`src/hdl/fcks_pkg.sv`:
```
package fcks_pkg;

    localparam int FUNC_BITS  = 2;
    localparam int KEY_W      = 32;
    localparam int COUNT_BITS = 5;

    localparam logic [FUNC_BITS-1:0] FUNC_INSERT   = 2'd0;
    localparam logic [FUNC_BITS-1:0] FUNC_ERASE    = 2'd1;
    localparam logic [FUNC_BITS-1:0] FUNC_CONTAINS = 2'd2;

    typedef struct packed {
        logic [FUNC_BITS-1:0] func;
        logic [KEY_W-1:0]     key;
    } t_req;

    typedef struct packed {
        logic                  success;
        logic [COUNT_BITS-1:0] item_count;
        logic                  set_empty;
        logic                  set_full;
    } t_rsp;

endpackage

```
`src/hdl/fixed_capacity_key_set_top.sv`:
```
// fixed capacity key set: up to CAPACITY keys held in slots with valid bits.
// request channel: drive i_req with an operation (insert, erase, contains)
// and a key, and raise start. the request is taken at a rising edge where
// start is high and busy is low. busy stays high while the request runs.
// result channel: o_done is high for exactly one cycle with o_rsp holding
// success, the item count after the operation, and the empty and full flags.
// the receiver cannot stall: the result must be captured in that cycle.
// timing: the key store has one write port and one registered read port, and
// one comparator walks all CAPACITY slots for every request. o_done rises at
// the same edge at which busy drops, and a new request is not accepted until
// busy is low, so requests do not overlap.
// only the low KEY_BITS bits of the key are stored and compared.
// reset (i_rst_n low, synchronous) empties the set and returns to idle; key
// contents are not cleared, since a slot's key is only compared while it is valid.
module fixed_capacity_key_set_top #(
    parameter int CAPACITY = 16,
    parameter int KEY_BITS = 32
) (
    input  logic           i_clk,
    input  logic           i_rst_n,
    input  logic           start,
    output logic           busy,
    input  fcks_pkg::t_req i_req,
    output logic           o_done,
    output fcks_pkg::t_rsp o_rsp
);
    import fcks_pkg::*;

    localparam int IW   = (CAPACITY > 1) ? $clog2(CAPACITY) : 1;
    localparam int CW   = $clog2(CAPACITY + 1);
    localparam int KB32 = (KEY_BITS < KEY_W) ? KEY_BITS : KEY_W;
    localparam logic [IW-1:0] LAST_IDX = IW'(CAPACITY - 1);
    localparam logic [CW-1:0] FULL_CNT = CW'(CAPACITY);

    typedef enum logic [1:0] {
        ST_IDLE,
        ST_SCAN,
        ST_DRAIN,
        ST_ACT
    } t_state;

    t_state                r_state, n_state;
    logic [FUNC_BITS-1:0]  r_func, n_func;
    logic [KEY_BITS-1:0]   r_key, n_key;
    logic [IW-1:0]         r_idx, n_idx;
    logic                  r_found, n_found;
    logic [IW-1:0]         r_found_idx, n_found_idx;
    logic                  r_free, n_free;
    logic [IW-1:0]         r_free_idx, n_free_idx;
    logic [CAPACITY-1:0]   r_valid, n_valid;
    logic [CW-1:0]         r_count, n_count;
    logic                  r_done, n_done;
    t_rsp                  r_rsp, n_rsp;

    // read pipeline beside the key memory
    logic                  r_rd_vld;
    logic [IW-1:0]         r_rd_idx;
    logic                  r_rd_vbit;
    logic [KEY_BITS-1:0]   r_rd_key;

    logic [KEY_BITS-1:0]   r_slot_keys [CAPACITY];
    logic                  mem_we;
    logic                  ok;
    logic [KEY_BITS-1:0]   key_in;

    assign key_in = KEY_BITS'(i_req.key[KB32-1:0]);

    always_comb begin
        n_state     = r_state;
        n_func      = r_func;
        n_key       = r_key;
        n_idx       = r_idx;
        n_found     = r_found;
        n_found_idx = r_found_idx;
        n_free      = r_free;
        n_free_idx  = r_free_idx;
        n_valid     = r_valid;
        n_count     = r_count;
        n_done      = 1'b0;
        n_rsp       = r_rsp;
        mem_we      = 1'b0;
        ok          = 1'b0;

        // shared comparator: one slot per cycle, keep the lowest hits
        if (r_rd_vld) begin
            if (r_rd_vbit && (r_rd_key == r_key) && !r_found) begin
                n_found     = 1'b1;
                n_found_idx = r_rd_idx;
            end
            if (!r_rd_vbit && !r_free) begin
                n_free     = 1'b1;
                n_free_idx = r_rd_idx;
            end
        end

        case (r_state)
            ST_IDLE: begin
                if (start) begin
                    n_state = ST_SCAN;
                    n_func  = i_req.func;
                    n_key   = key_in;
                    n_idx   = '0;
                    n_found = 1'b0;
                    n_free  = 1'b0;
                end
            end
            ST_SCAN: begin
                n_idx = r_idx + 1'b1;
                if (r_idx == LAST_IDX) begin
                    n_state = ST_DRAIN;
                end
            end
            ST_DRAIN: begin
                n_state = ST_ACT;
            end
            ST_ACT: begin
                case (r_func)
                    FUNC_INSERT: begin
                        if (!r_found && r_free) begin
                            mem_we              = 1'b1;
                            n_valid[r_free_idx] = 1'b1;
                            n_count             = r_count + 1'b1;
                            ok                  = 1'b1;
                        end
                    end
                    FUNC_ERASE: begin
                        if (r_found) begin
                            n_valid[r_found_idx] = 1'b0;
                            n_count              = r_count - 1'b1;
                            ok                   = 1'b1;
                        end
                    end
                    FUNC_CONTAINS: begin
                        ok = r_found;
                    end
                    default: begin
                        ok = 1'b0;
                    end
                endcase
                n_rsp.success    = ok;
                n_rsp.item_count = COUNT_BITS'(n_count);
                n_rsp.set_empty  = (n_count == '0);
                n_rsp.set_full   = (n_count == FULL_CNT);
                n_done           = 1'b1;
                n_state          = ST_IDLE;
            end
            default: begin
                n_state = ST_IDLE;
            end
        endcase
    end

    always_ff @(posedge i_clk) begin
        if (!i_rst_n) begin
            r_state  <= ST_IDLE;
            r_valid  <= '0;
            r_count  <= '0;
            r_done   <= 1'b0;
            r_found  <= 1'b0;
            r_free   <= 1'b0;
            r_rd_vld <= 1'b0;
        end else begin
            r_state  <= n_state;
            r_valid  <= n_valid;
            r_count  <= n_count;
            r_done   <= n_done;
            r_found  <= n_found;
            r_free   <= n_free;
            r_rd_vld <= (r_state == ST_SCAN);
        end
        r_func      <= n_func;
        r_key       <= n_key;
        r_idx       <= n_idx;
        r_found_idx <= n_found_idx;
        r_free_idx  <= n_free_idx;
        r_rsp       <= n_rsp;
        r_rd_idx    <= r_idx;
        r_rd_vbit   <= r_valid[r_idx];
    end

    // key store: one write port for insert, one registered read port used during scan
    always_ff @(posedge i_clk) begin
        if (mem_we) begin
            r_slot_keys[r_free_idx] <= r_key;
        end
        r_rd_key <= r_slot_keys[r_idx];
    end

    assign busy   = (r_state != ST_IDLE);
    assign o_done = r_done;
    assign o_rsp  = r_rsp;

endmodule
```
`config.mk`:
```
export PLATFORM = sky130hd
export DESIGN_NAME = fixed_capacity_key_set_top
export DESIGN_NICKNAME = d
export VERILOG_FILES = /design/src/hdl/fcks_pkg.sv /design/src/hdl/fixed_capacity_key_set_top.sv
export SDC_FILE = /design/constraint.sdc
export NUM_CORES = 1
export LEC_CHECK = 0
export BUFFER_PORTS_ARGS = -buffer_cell sky130_fd_sc_hd__buf_2
export CORE_MARGIN = 2
export CORE_UTILIZATION = 35
export DETAILED_ROUTE_END_ITERATION = 7
export PLACE_DENSITY = 0.59
export SLEW_MARGIN = 5
export SYNTH_ARGS = -nofsm -noshare
export SYNTH_HDL_FRONTEND = slang
export SYNTH_SLANG_ARGS = --single-unit
```
`constraint.sdc`:
```
create_clock -name i_clk -period 8.5 [get_ports i_clk]
set_input_delay 1.275 -clock i_clk [delete_from_list [all_inputs] [get_ports i_clk]]
set_output_delay 1.275 -clock i_clk [all_outputs]
set_load 0.02 [all_outputs]
```
==> impl_metrics.env, run 1 <==
export IMPL_outcome="complete, no violations"
export IMPL_synth_compound_area_share_pct=5.65
export IMPL_grt_max_degree=120
export IMPL_rows=96
export IMPL_syn2layout_area_growth_pct=15.0
export IMPL_post_cts_buffers=0
export IMPL_synthAdderAreaFrac_pct=0.519
export IMPL_drv_cap=0
export IMPL_cts_tree="yes"
export IMPL_first_pass_iters=6
export IMPL_placed_cell_area_sq_um=25500
export IMPL_powerDensity_nw_per_um2=318
export IMPL_met2_length_mm=26.0
export IMPL_avgSynthCellArea_sq_um=18.2
export IMPL_setup_viol=0
export IMPL_path_cells="buf_4 > buf_4 > and2_2 > a221oi_1 > o21ai_0 > nand2_1"
export IMPL_synth_simple_area_share_pct=3.32
export IMPL_synthDistinctLibCells=56
export IMPL_diodes=0
export IMPL_synth_seq_cells=630
export IMPL_drt_met1_wl_mm=24.4
export IMPL_pin_count=47
export IMPL_grt_pass1_vias=12313
export IMPL_synth_async_reset_ratio_pct=0
export IMPL_final_max_slew_viol_count=0
export IMPL_cp_arrival_ps=3700
export IMPL_synth_mux_area_share_pct=12.0
export IMPL_peakVddDrop_uv=229
export IMPL_final_area_sq_um=27700
export IMPL_hpwlAfterDp_mm=27.9
export IMPL_p_leak_uw=0.00897
export IMPL_highest_layer="met4"
export IMPL_grt_first_pass_wirelength_mm=79.8
export IMPL_die_y_microns=266
export IMPL_clock_path_buffers=3
export IMPL_reg2reg_from="r_idx[1]"
export IMPL_synthXorXnorAreaFrac_pct=1.23
export IMPL_crit_type="register to register"
export IMPL_fillers=5988
export IMPL_path_buf_inv=2
export IMPL_insertion_delay_ps=600
export IMPL_numClockSinks=630
export IMPL_startpoint="r_idx[1]"
export IMPL_synth_top_family_by_area="multiplexers"
export IMPL_required_ps=8980
export IMPL_p_total_uw=8810
export IMPL_wl_per_cell_microns=23.0
export IMPL_syn_area_sq_um=24100
export IMPL_drt_iter0_drc=965
export IMPL_slowest_delay_ps=1010
export IMPL_numCtsBuffers=67
export IMPL_drive_gt1_share_pct=20.3
export IMPL_cp_slowest_cell="and2_2"
export IMPL_dieArea_sq_um=71000
export IMPL_start_util_pct=35.3
export IMPL_path_common_cell="buf_4"
export IMPL_cts_htree_levels=3
export IMPL_synthCells=1326
export IMPL_post_route_min_period_ps=3220
export IMPL_die_w_microns=266
export IMPL_core_sq_um=68300
export IMPL_via_count=12200
export IMPL_antenna_found_initial=0
export IMPL_final_core_util_pct=40.6
export IMPL_hold_path_class="register to register"
export IMPL_crit_path_max_fanout=46
export IMPL_final_period_utilization_pct=37.9
export IMPL_postRouteWirelength_mm=53.9
export IMPL_cts_root_buf="clkbuf_16"
export IMPL_tightest_slew_ps=1090
export IMPL_grt_overflow_total=0
export IMPL_routed_via_density=5.22
export IMPL_pre_cts_slack_ps=5250
export IMPL_fin_ws_ps=5280
export IMPL_slew_headroom_pct=27.2
export IMPL_place_congestion=0.743
export IMPL_nets=1449
export IMPL_grt_setup_unrepaired="no"
export IMPL_synth_edf_count=566
export IMPL_holdCritStartpoint="r_rd_idx[1]"
export IMPL_cts_hold_buf=0
export IMPL_endpoint_kind="register"
export IMPL_ys_flop_type="edfxtp_1"
export IMPL_cp_top_family="simple AND/OR/NAND/NOR gates"
export IMPL_wl_met3_mm=2.46
export IMPL_finalHoldViolations=0
export IMPL_fmax_mhz=310
export IMPL_yosys_warnings=0
export IMPL_grt_usage_pct=15.3
export IMPL_cts_resized=0
export IMPL_worstSetupStartpointType="register"
export IMPL_path_clk_slew_ps=60
export IMPL_io_buffers=46
export IMPL_drc_errors=0
export IMPL_antenna_left=0
export IMPL_synth_nets=1373
export IMPL_tns_ps=0
export IMPL_fin_skew_ps=22.0
export IMPL_yosysSeqAreaShare_pct=75.8
-- cell type report --
type | count | area [sq um] | share of cell area [%]
Tap cell | 882 | 1100 | 3.98
Clock inverter | 35 | 378 | 1.36
Sequential cell | 630 | 18300 | 65.9
Inverter | 13 | 48.8 | 0.176
Clock buffer | 88 | 1870 | 6.75
Multi-Input combinational cell | 617 | 5600 | 20.2
Timing Repair Buffer | 73 | 445 | 1.61
-- layout by cell type, fill, tap and decap left out, drive strengths merged, types with 4 or more instances in the layout --
cell type and count:
edfxtp 566, mux2i 102, clkbuf 88, buf 73
o21ai 72, mux4 66, dfxtp 64, nand2 52
a21oi 50, nor2 36, mux2 34, a221oi 33
a22oi 33, xnor2 30, clkinv 23, nor3 18
inv 17, ha 10, nand4 8, bufinv 7
nand3 7, a211oi 5, a31oi 5, nor2b 5
nor4 4, nand2b 4, xor2 4, a311oi 4
nor3b 4
-- logic make-up after synthesis --
family / after synthesis
compound gates: 215
buf+inv: 79
xor+xnor: 34
mux: 202
flops: 630
fa+ha+maj: 10
simple gates: 156
-- stage by stage --
| step | hold WS, ps | std cells |
|---|---|---|
| floorplan | 364 | 1326 |
| global route | 447 | 2338 |
| global placement | 411 | 2215 |
| finish | 433 | 2338 |
| CTS | 433 | 2338 |
| detailed placement | 419 | 2215 |
-- registers in the layout, summed over array words and instances (netlist names) --
name,flops
r_key,32
o_rsp,8
r_rd_vbit,1
r_found,1
r_found_idx,4
r_rd_key,32
r_count,5
r_free,1
r_state,2
r_slot_keys,512
r_free_idx,4
r_rd_idx,4
r_rd_vld,1
o_done,1
r_idx,4
r_func,2
r_valid,16
-- cells in the mapped netlist (5+ instances only) --
| master | number | area share, % |
|---|---|---|
| buf_2 | 25 | 0.52 |
| nand2_1 | 52 | 0.81 |
| a31oi_1 | 5 | 0.13 |
| xnor2_1 | 30 | 1.1 |
| nor3_1 | 16 | 0.33 |
| inv_1 | 13 | 0.20 |
| nor2_1 | 36 | 0.56 |
| ha_1 | 10 | 0.52 |
| o21ai_0 | 72 | 1.5 |
| nor2b_1 | 5 | 0.13 |
| mux4_2 | 66 | 6.2 |
| a22oi_1 | 33 | 1.0 |
| edfxtp_1 | 566 | 70 |
| nand3_1 | 6 | 0.12 |
| a221oi_1 | 33 | 1.2 |
| mux2i_1 | 102 | 4.2 |
| clkbuf_1 | 31 | 0.48 |
| a211oi_1 | 5 | 0.16 |
| dfxtp_1 | 64 | 5.3 |
| nand4_1 | 8 | 0.21 |
| mux2_2 | 33 | 1.5 |
| a21oi_1 | 50 | 1.0 |
-- layer usage --
metal	vias up	global-route usage [%]
met2	277	25.0
met1	6381	20.9
met4	0	4.04
met3	75	2.80
met5	-	0
li1	5467	-
-- worst register-to-register path: cells and delay by family, from the launching register on --
| family | cells | cell delay [ps] |
|---|---|---|
| AND/OR/NAND/NOR | 2 | 1110 |
| buffers and inverters | 2 | 1100 |
| AO/OA/AOI/OAI | 2 | 500 |
| flip-flops | 1 | 410 |
-- final timing paths --
kind	slack (ps)	endpoint	cells past startpoint
worst min register to register	430	r_found_idx[1]	0
worst min-delay path	430	r_found_idx[1]	0
worst max register to register	5280	r_rd_vbit	6
worst max-delay path	5280	r_rd_vbit	6
-- where the power goes --
group	internal, uW	switching, uW
Combinational	796	1130
Clock	1770	1190
Sequential	3700	220
No activity file was read; power rests on OpenSTA's default activity.
==> inputs of run 2 (changes only) <==
PLACE_DENSITY = 0.6   (was 0.59)
clock period = 2.7 ns   (was 8.5 ns; I/O delays follow)
==> impl_metrics.env, run 2 (synthesized netlist as in run 1, its figures left out) <==
export IMPL_outcome="complete, no violations"
export IMPL_endpoint_kind="register"
export IMPL_regArea_sq_um=18300
export IMPL_nets=1532
export IMPL_cts_htree_levels=2
export IMPL_p_sw_share_pct=30.0
export IMPL_via_count=12712
export IMPL_layout_cells_most_common_list="edfxtp_1 (566), mux2i_1 (102), o21ai_0 (72)"
export IMPL_numCtsBuffers=61
export IMPL_place_congestion=0.764
export IMPL_drt_iter0_drc=1175
export IMPL_wl_per_cell_microns=24.0
export IMPL_cts_resized=0
export IMPL_grt_overflow_total=0
export IMPL_multi_input_area_sq_um=5620
export IMPL_reg2reg_to="r_found_idx[2]"
export IMPL_hold_path_class="input pin to register"
export IMPL_whs_path_depth=1
export IMPL_pin_count=47
export IMPL_reg2reg_from="r_key[11]"
export IMPL_whs_endpoint="r_key[10]"
export IMPL_io_buffers=46
export IMPL_worstSetupStartpointType="register"
export IMPL_hpwlAfterDp_mm=31.6
export IMPL_holdCritStartpoint="i_req[10]"
export IMPL_setup_viol=0
export IMPL_fmax_mhz=414
export IMPL_routed_via_density=5.26
export IMPL_syn2layout_area_growth_pct=18.4
export IMPL_slew_headroom_pct=40.8
export IMPL_power_frac_comb_pct=25.4
export IMPL_first_pass_iters=5
export IMPL_r2r_cells=5
export IMPL_clock_path_buffers=3
export IMPL_antenna_found_initial=1
export IMPL_final_cells=2419
export IMPL_tightest_slew_ps=888
export IMPL_power_switching_uw=8230
export IMPL_crit_type="register to register"
export IMPL_fin_skew_ps=42.8
export IMPL_die_w_microns=266
export IMPL_rrSetupSlack_ps=290
export IMPL_grt_use_met1_pct=23.1
export IMPL_met3_usage_pct=2.81
export IMPL_insertion_delay_ps=660
export IMPL_die_y_microns=266
export IMPL_path_clk_slew_ps=60
export IMPL_cp_arrival_ps=2680
export IMPL_post_route_min_period_ps=2410
export IMPL_start_util_pct=35.3
export IMPL_reg_top3="r_slot_keys (512), r_key (32), r_rd_key (32)"
export IMPL_cts_root_buf="clkbuf_16"
export IMPL_rows=96
export IMPL_final_period_utilization_pct=89.4
export IMPL_final_common_cell="edfxtp_1"
export IMPL_top_register="r_slot_keys"
export IMPL_drive_gt1_share_pct=22.7
export IMPL_met2_usage_pct=26.6
export IMPL_grt_pass1_vias=12841
export IMPL_cts_tree="yes"
export IMPL_antenna_left=0
export IMPL_final_core_util_pct=41.8
export IMPL_grt_first_pass_wirelength_mm=85.9
export IMPL_drv_cap=0
export IMPL_numClockSinks=630
export IMPL_post_place_cells=2271
export IMPL_grt_usage_pct=16.5
export IMPL_required_ps=2970
export IMPL_crit_path_max_fanout=17
export IMPL_peakVddDrop_uv=601
export IMPL_postRouteWirelength_mm=58.2
export IMPL_final_max_slew_viol_count=0
export IMPL_drc_errors=0
export IMPL_finalHoldViolations=0
export IMPL_p_leak_uw=0.00936
export IMPL_seqPwrFrac_pct=44.0
export IMPL_powerDensity_nw_per_um2=962
export IMPL_grt_max_degree=54
export IMPL_largest_register_ffs=512
export IMPL_grt_setup_unrepaired="no"
export IMPL_dieArea_sq_um=71000
export IMPL_top_usage_layer="met2"
export IMPL_diodes=0
export IMPL_p_clk_share_pct=30.6
export IMPL_p_int_uw=19200
export IMPL_fillers=6000
export IMPL_core_sq_um=68300
-- run 2: cell count changes in the layout (fill, tap and decap cells not counted), sizes merged --
cell	before	now
buf	73	129
bufinv	7	3
clkbuf	88	82
clkinv	23	27
clkinvlp	1	3
dlygate4sd3	0	33
inv	17	13
-- run 2: worst max path at each step --
stage | from | endpoint | depth (start not counted)
2_1_floorplan | r_state[0] | r_slot_keys[15][0] | 5
3_3_place_gp | r_key[11] | r_found_idx[1] | 5
3_5_place_dp | r_key[11] | r_found_idx[2] | 5
4_1_cts | r_key[11] | r_found_idx[2] | 5
5_1_grt | r_key[11] | r_found_idx[3] | 5
6_report | r_key[11] | r_found_idx[2] | 5
-- run 2: stage by stage --
stage	setup slack (ps)	power (uW)	area (sq um)	hold WS (ps)	TNS, ps
3_3_place_gp	429	19200	26200	408	0
6_report	286	27500	28600	73.0	0
5_1_grt	126	28600	28600	63.5	0
4_1_cts	283	27700	28600	79.6	0
2_1_floorplan	-393	16800	24100	364	-115610
3_5_place_dp	331	19300	26200	414	0
-- run 2: routing by layer --
layer | vias up | share of wire [%]
met3 | 82 | 5.0
met4 | 2 | 2.3
met1 | 6659 | 45
li1 | 5637 | -
met5 | - | 0.017
met2 | 332 | 48
-- run 2: power by group through the flow --
stage	sequential [uW]	combinational, uW	clock (uW)
2_1_floorplan	12300	4520	0
3_3_place_gp	12300	6920	0
3_5_place_dp	12300	7000	0
4_1_cts	12100	7070	8580
5_1_grt	12100	7570	8930
6_report	12100	6970	8400
-- run 2: worst max-delay path: stages (launching register included) --
cell and delay (ps):
edfxtp_1 610, xnor2_1 260, nand4_1 260, nor4_1 440, nand3_1 120, nor2_1 360
-- run 2: repair_timing --
action	in CTS	in global routing
hold endpoints to repair	33	0
buffers inserted	0	0
hold buffers	33	0
-- run 2: area by class of cell --
type / instances / share of cell area (%)
well taps: 882 / 3.86
multi-input cells: 617 / 19.7
clock buffers: 82 / 5.90
inverters: 13 / 0.171
clock inverters: 33 / 1.09
repair buffers: 162 / 5.28
flip-flops and latches: 630 / 64.0
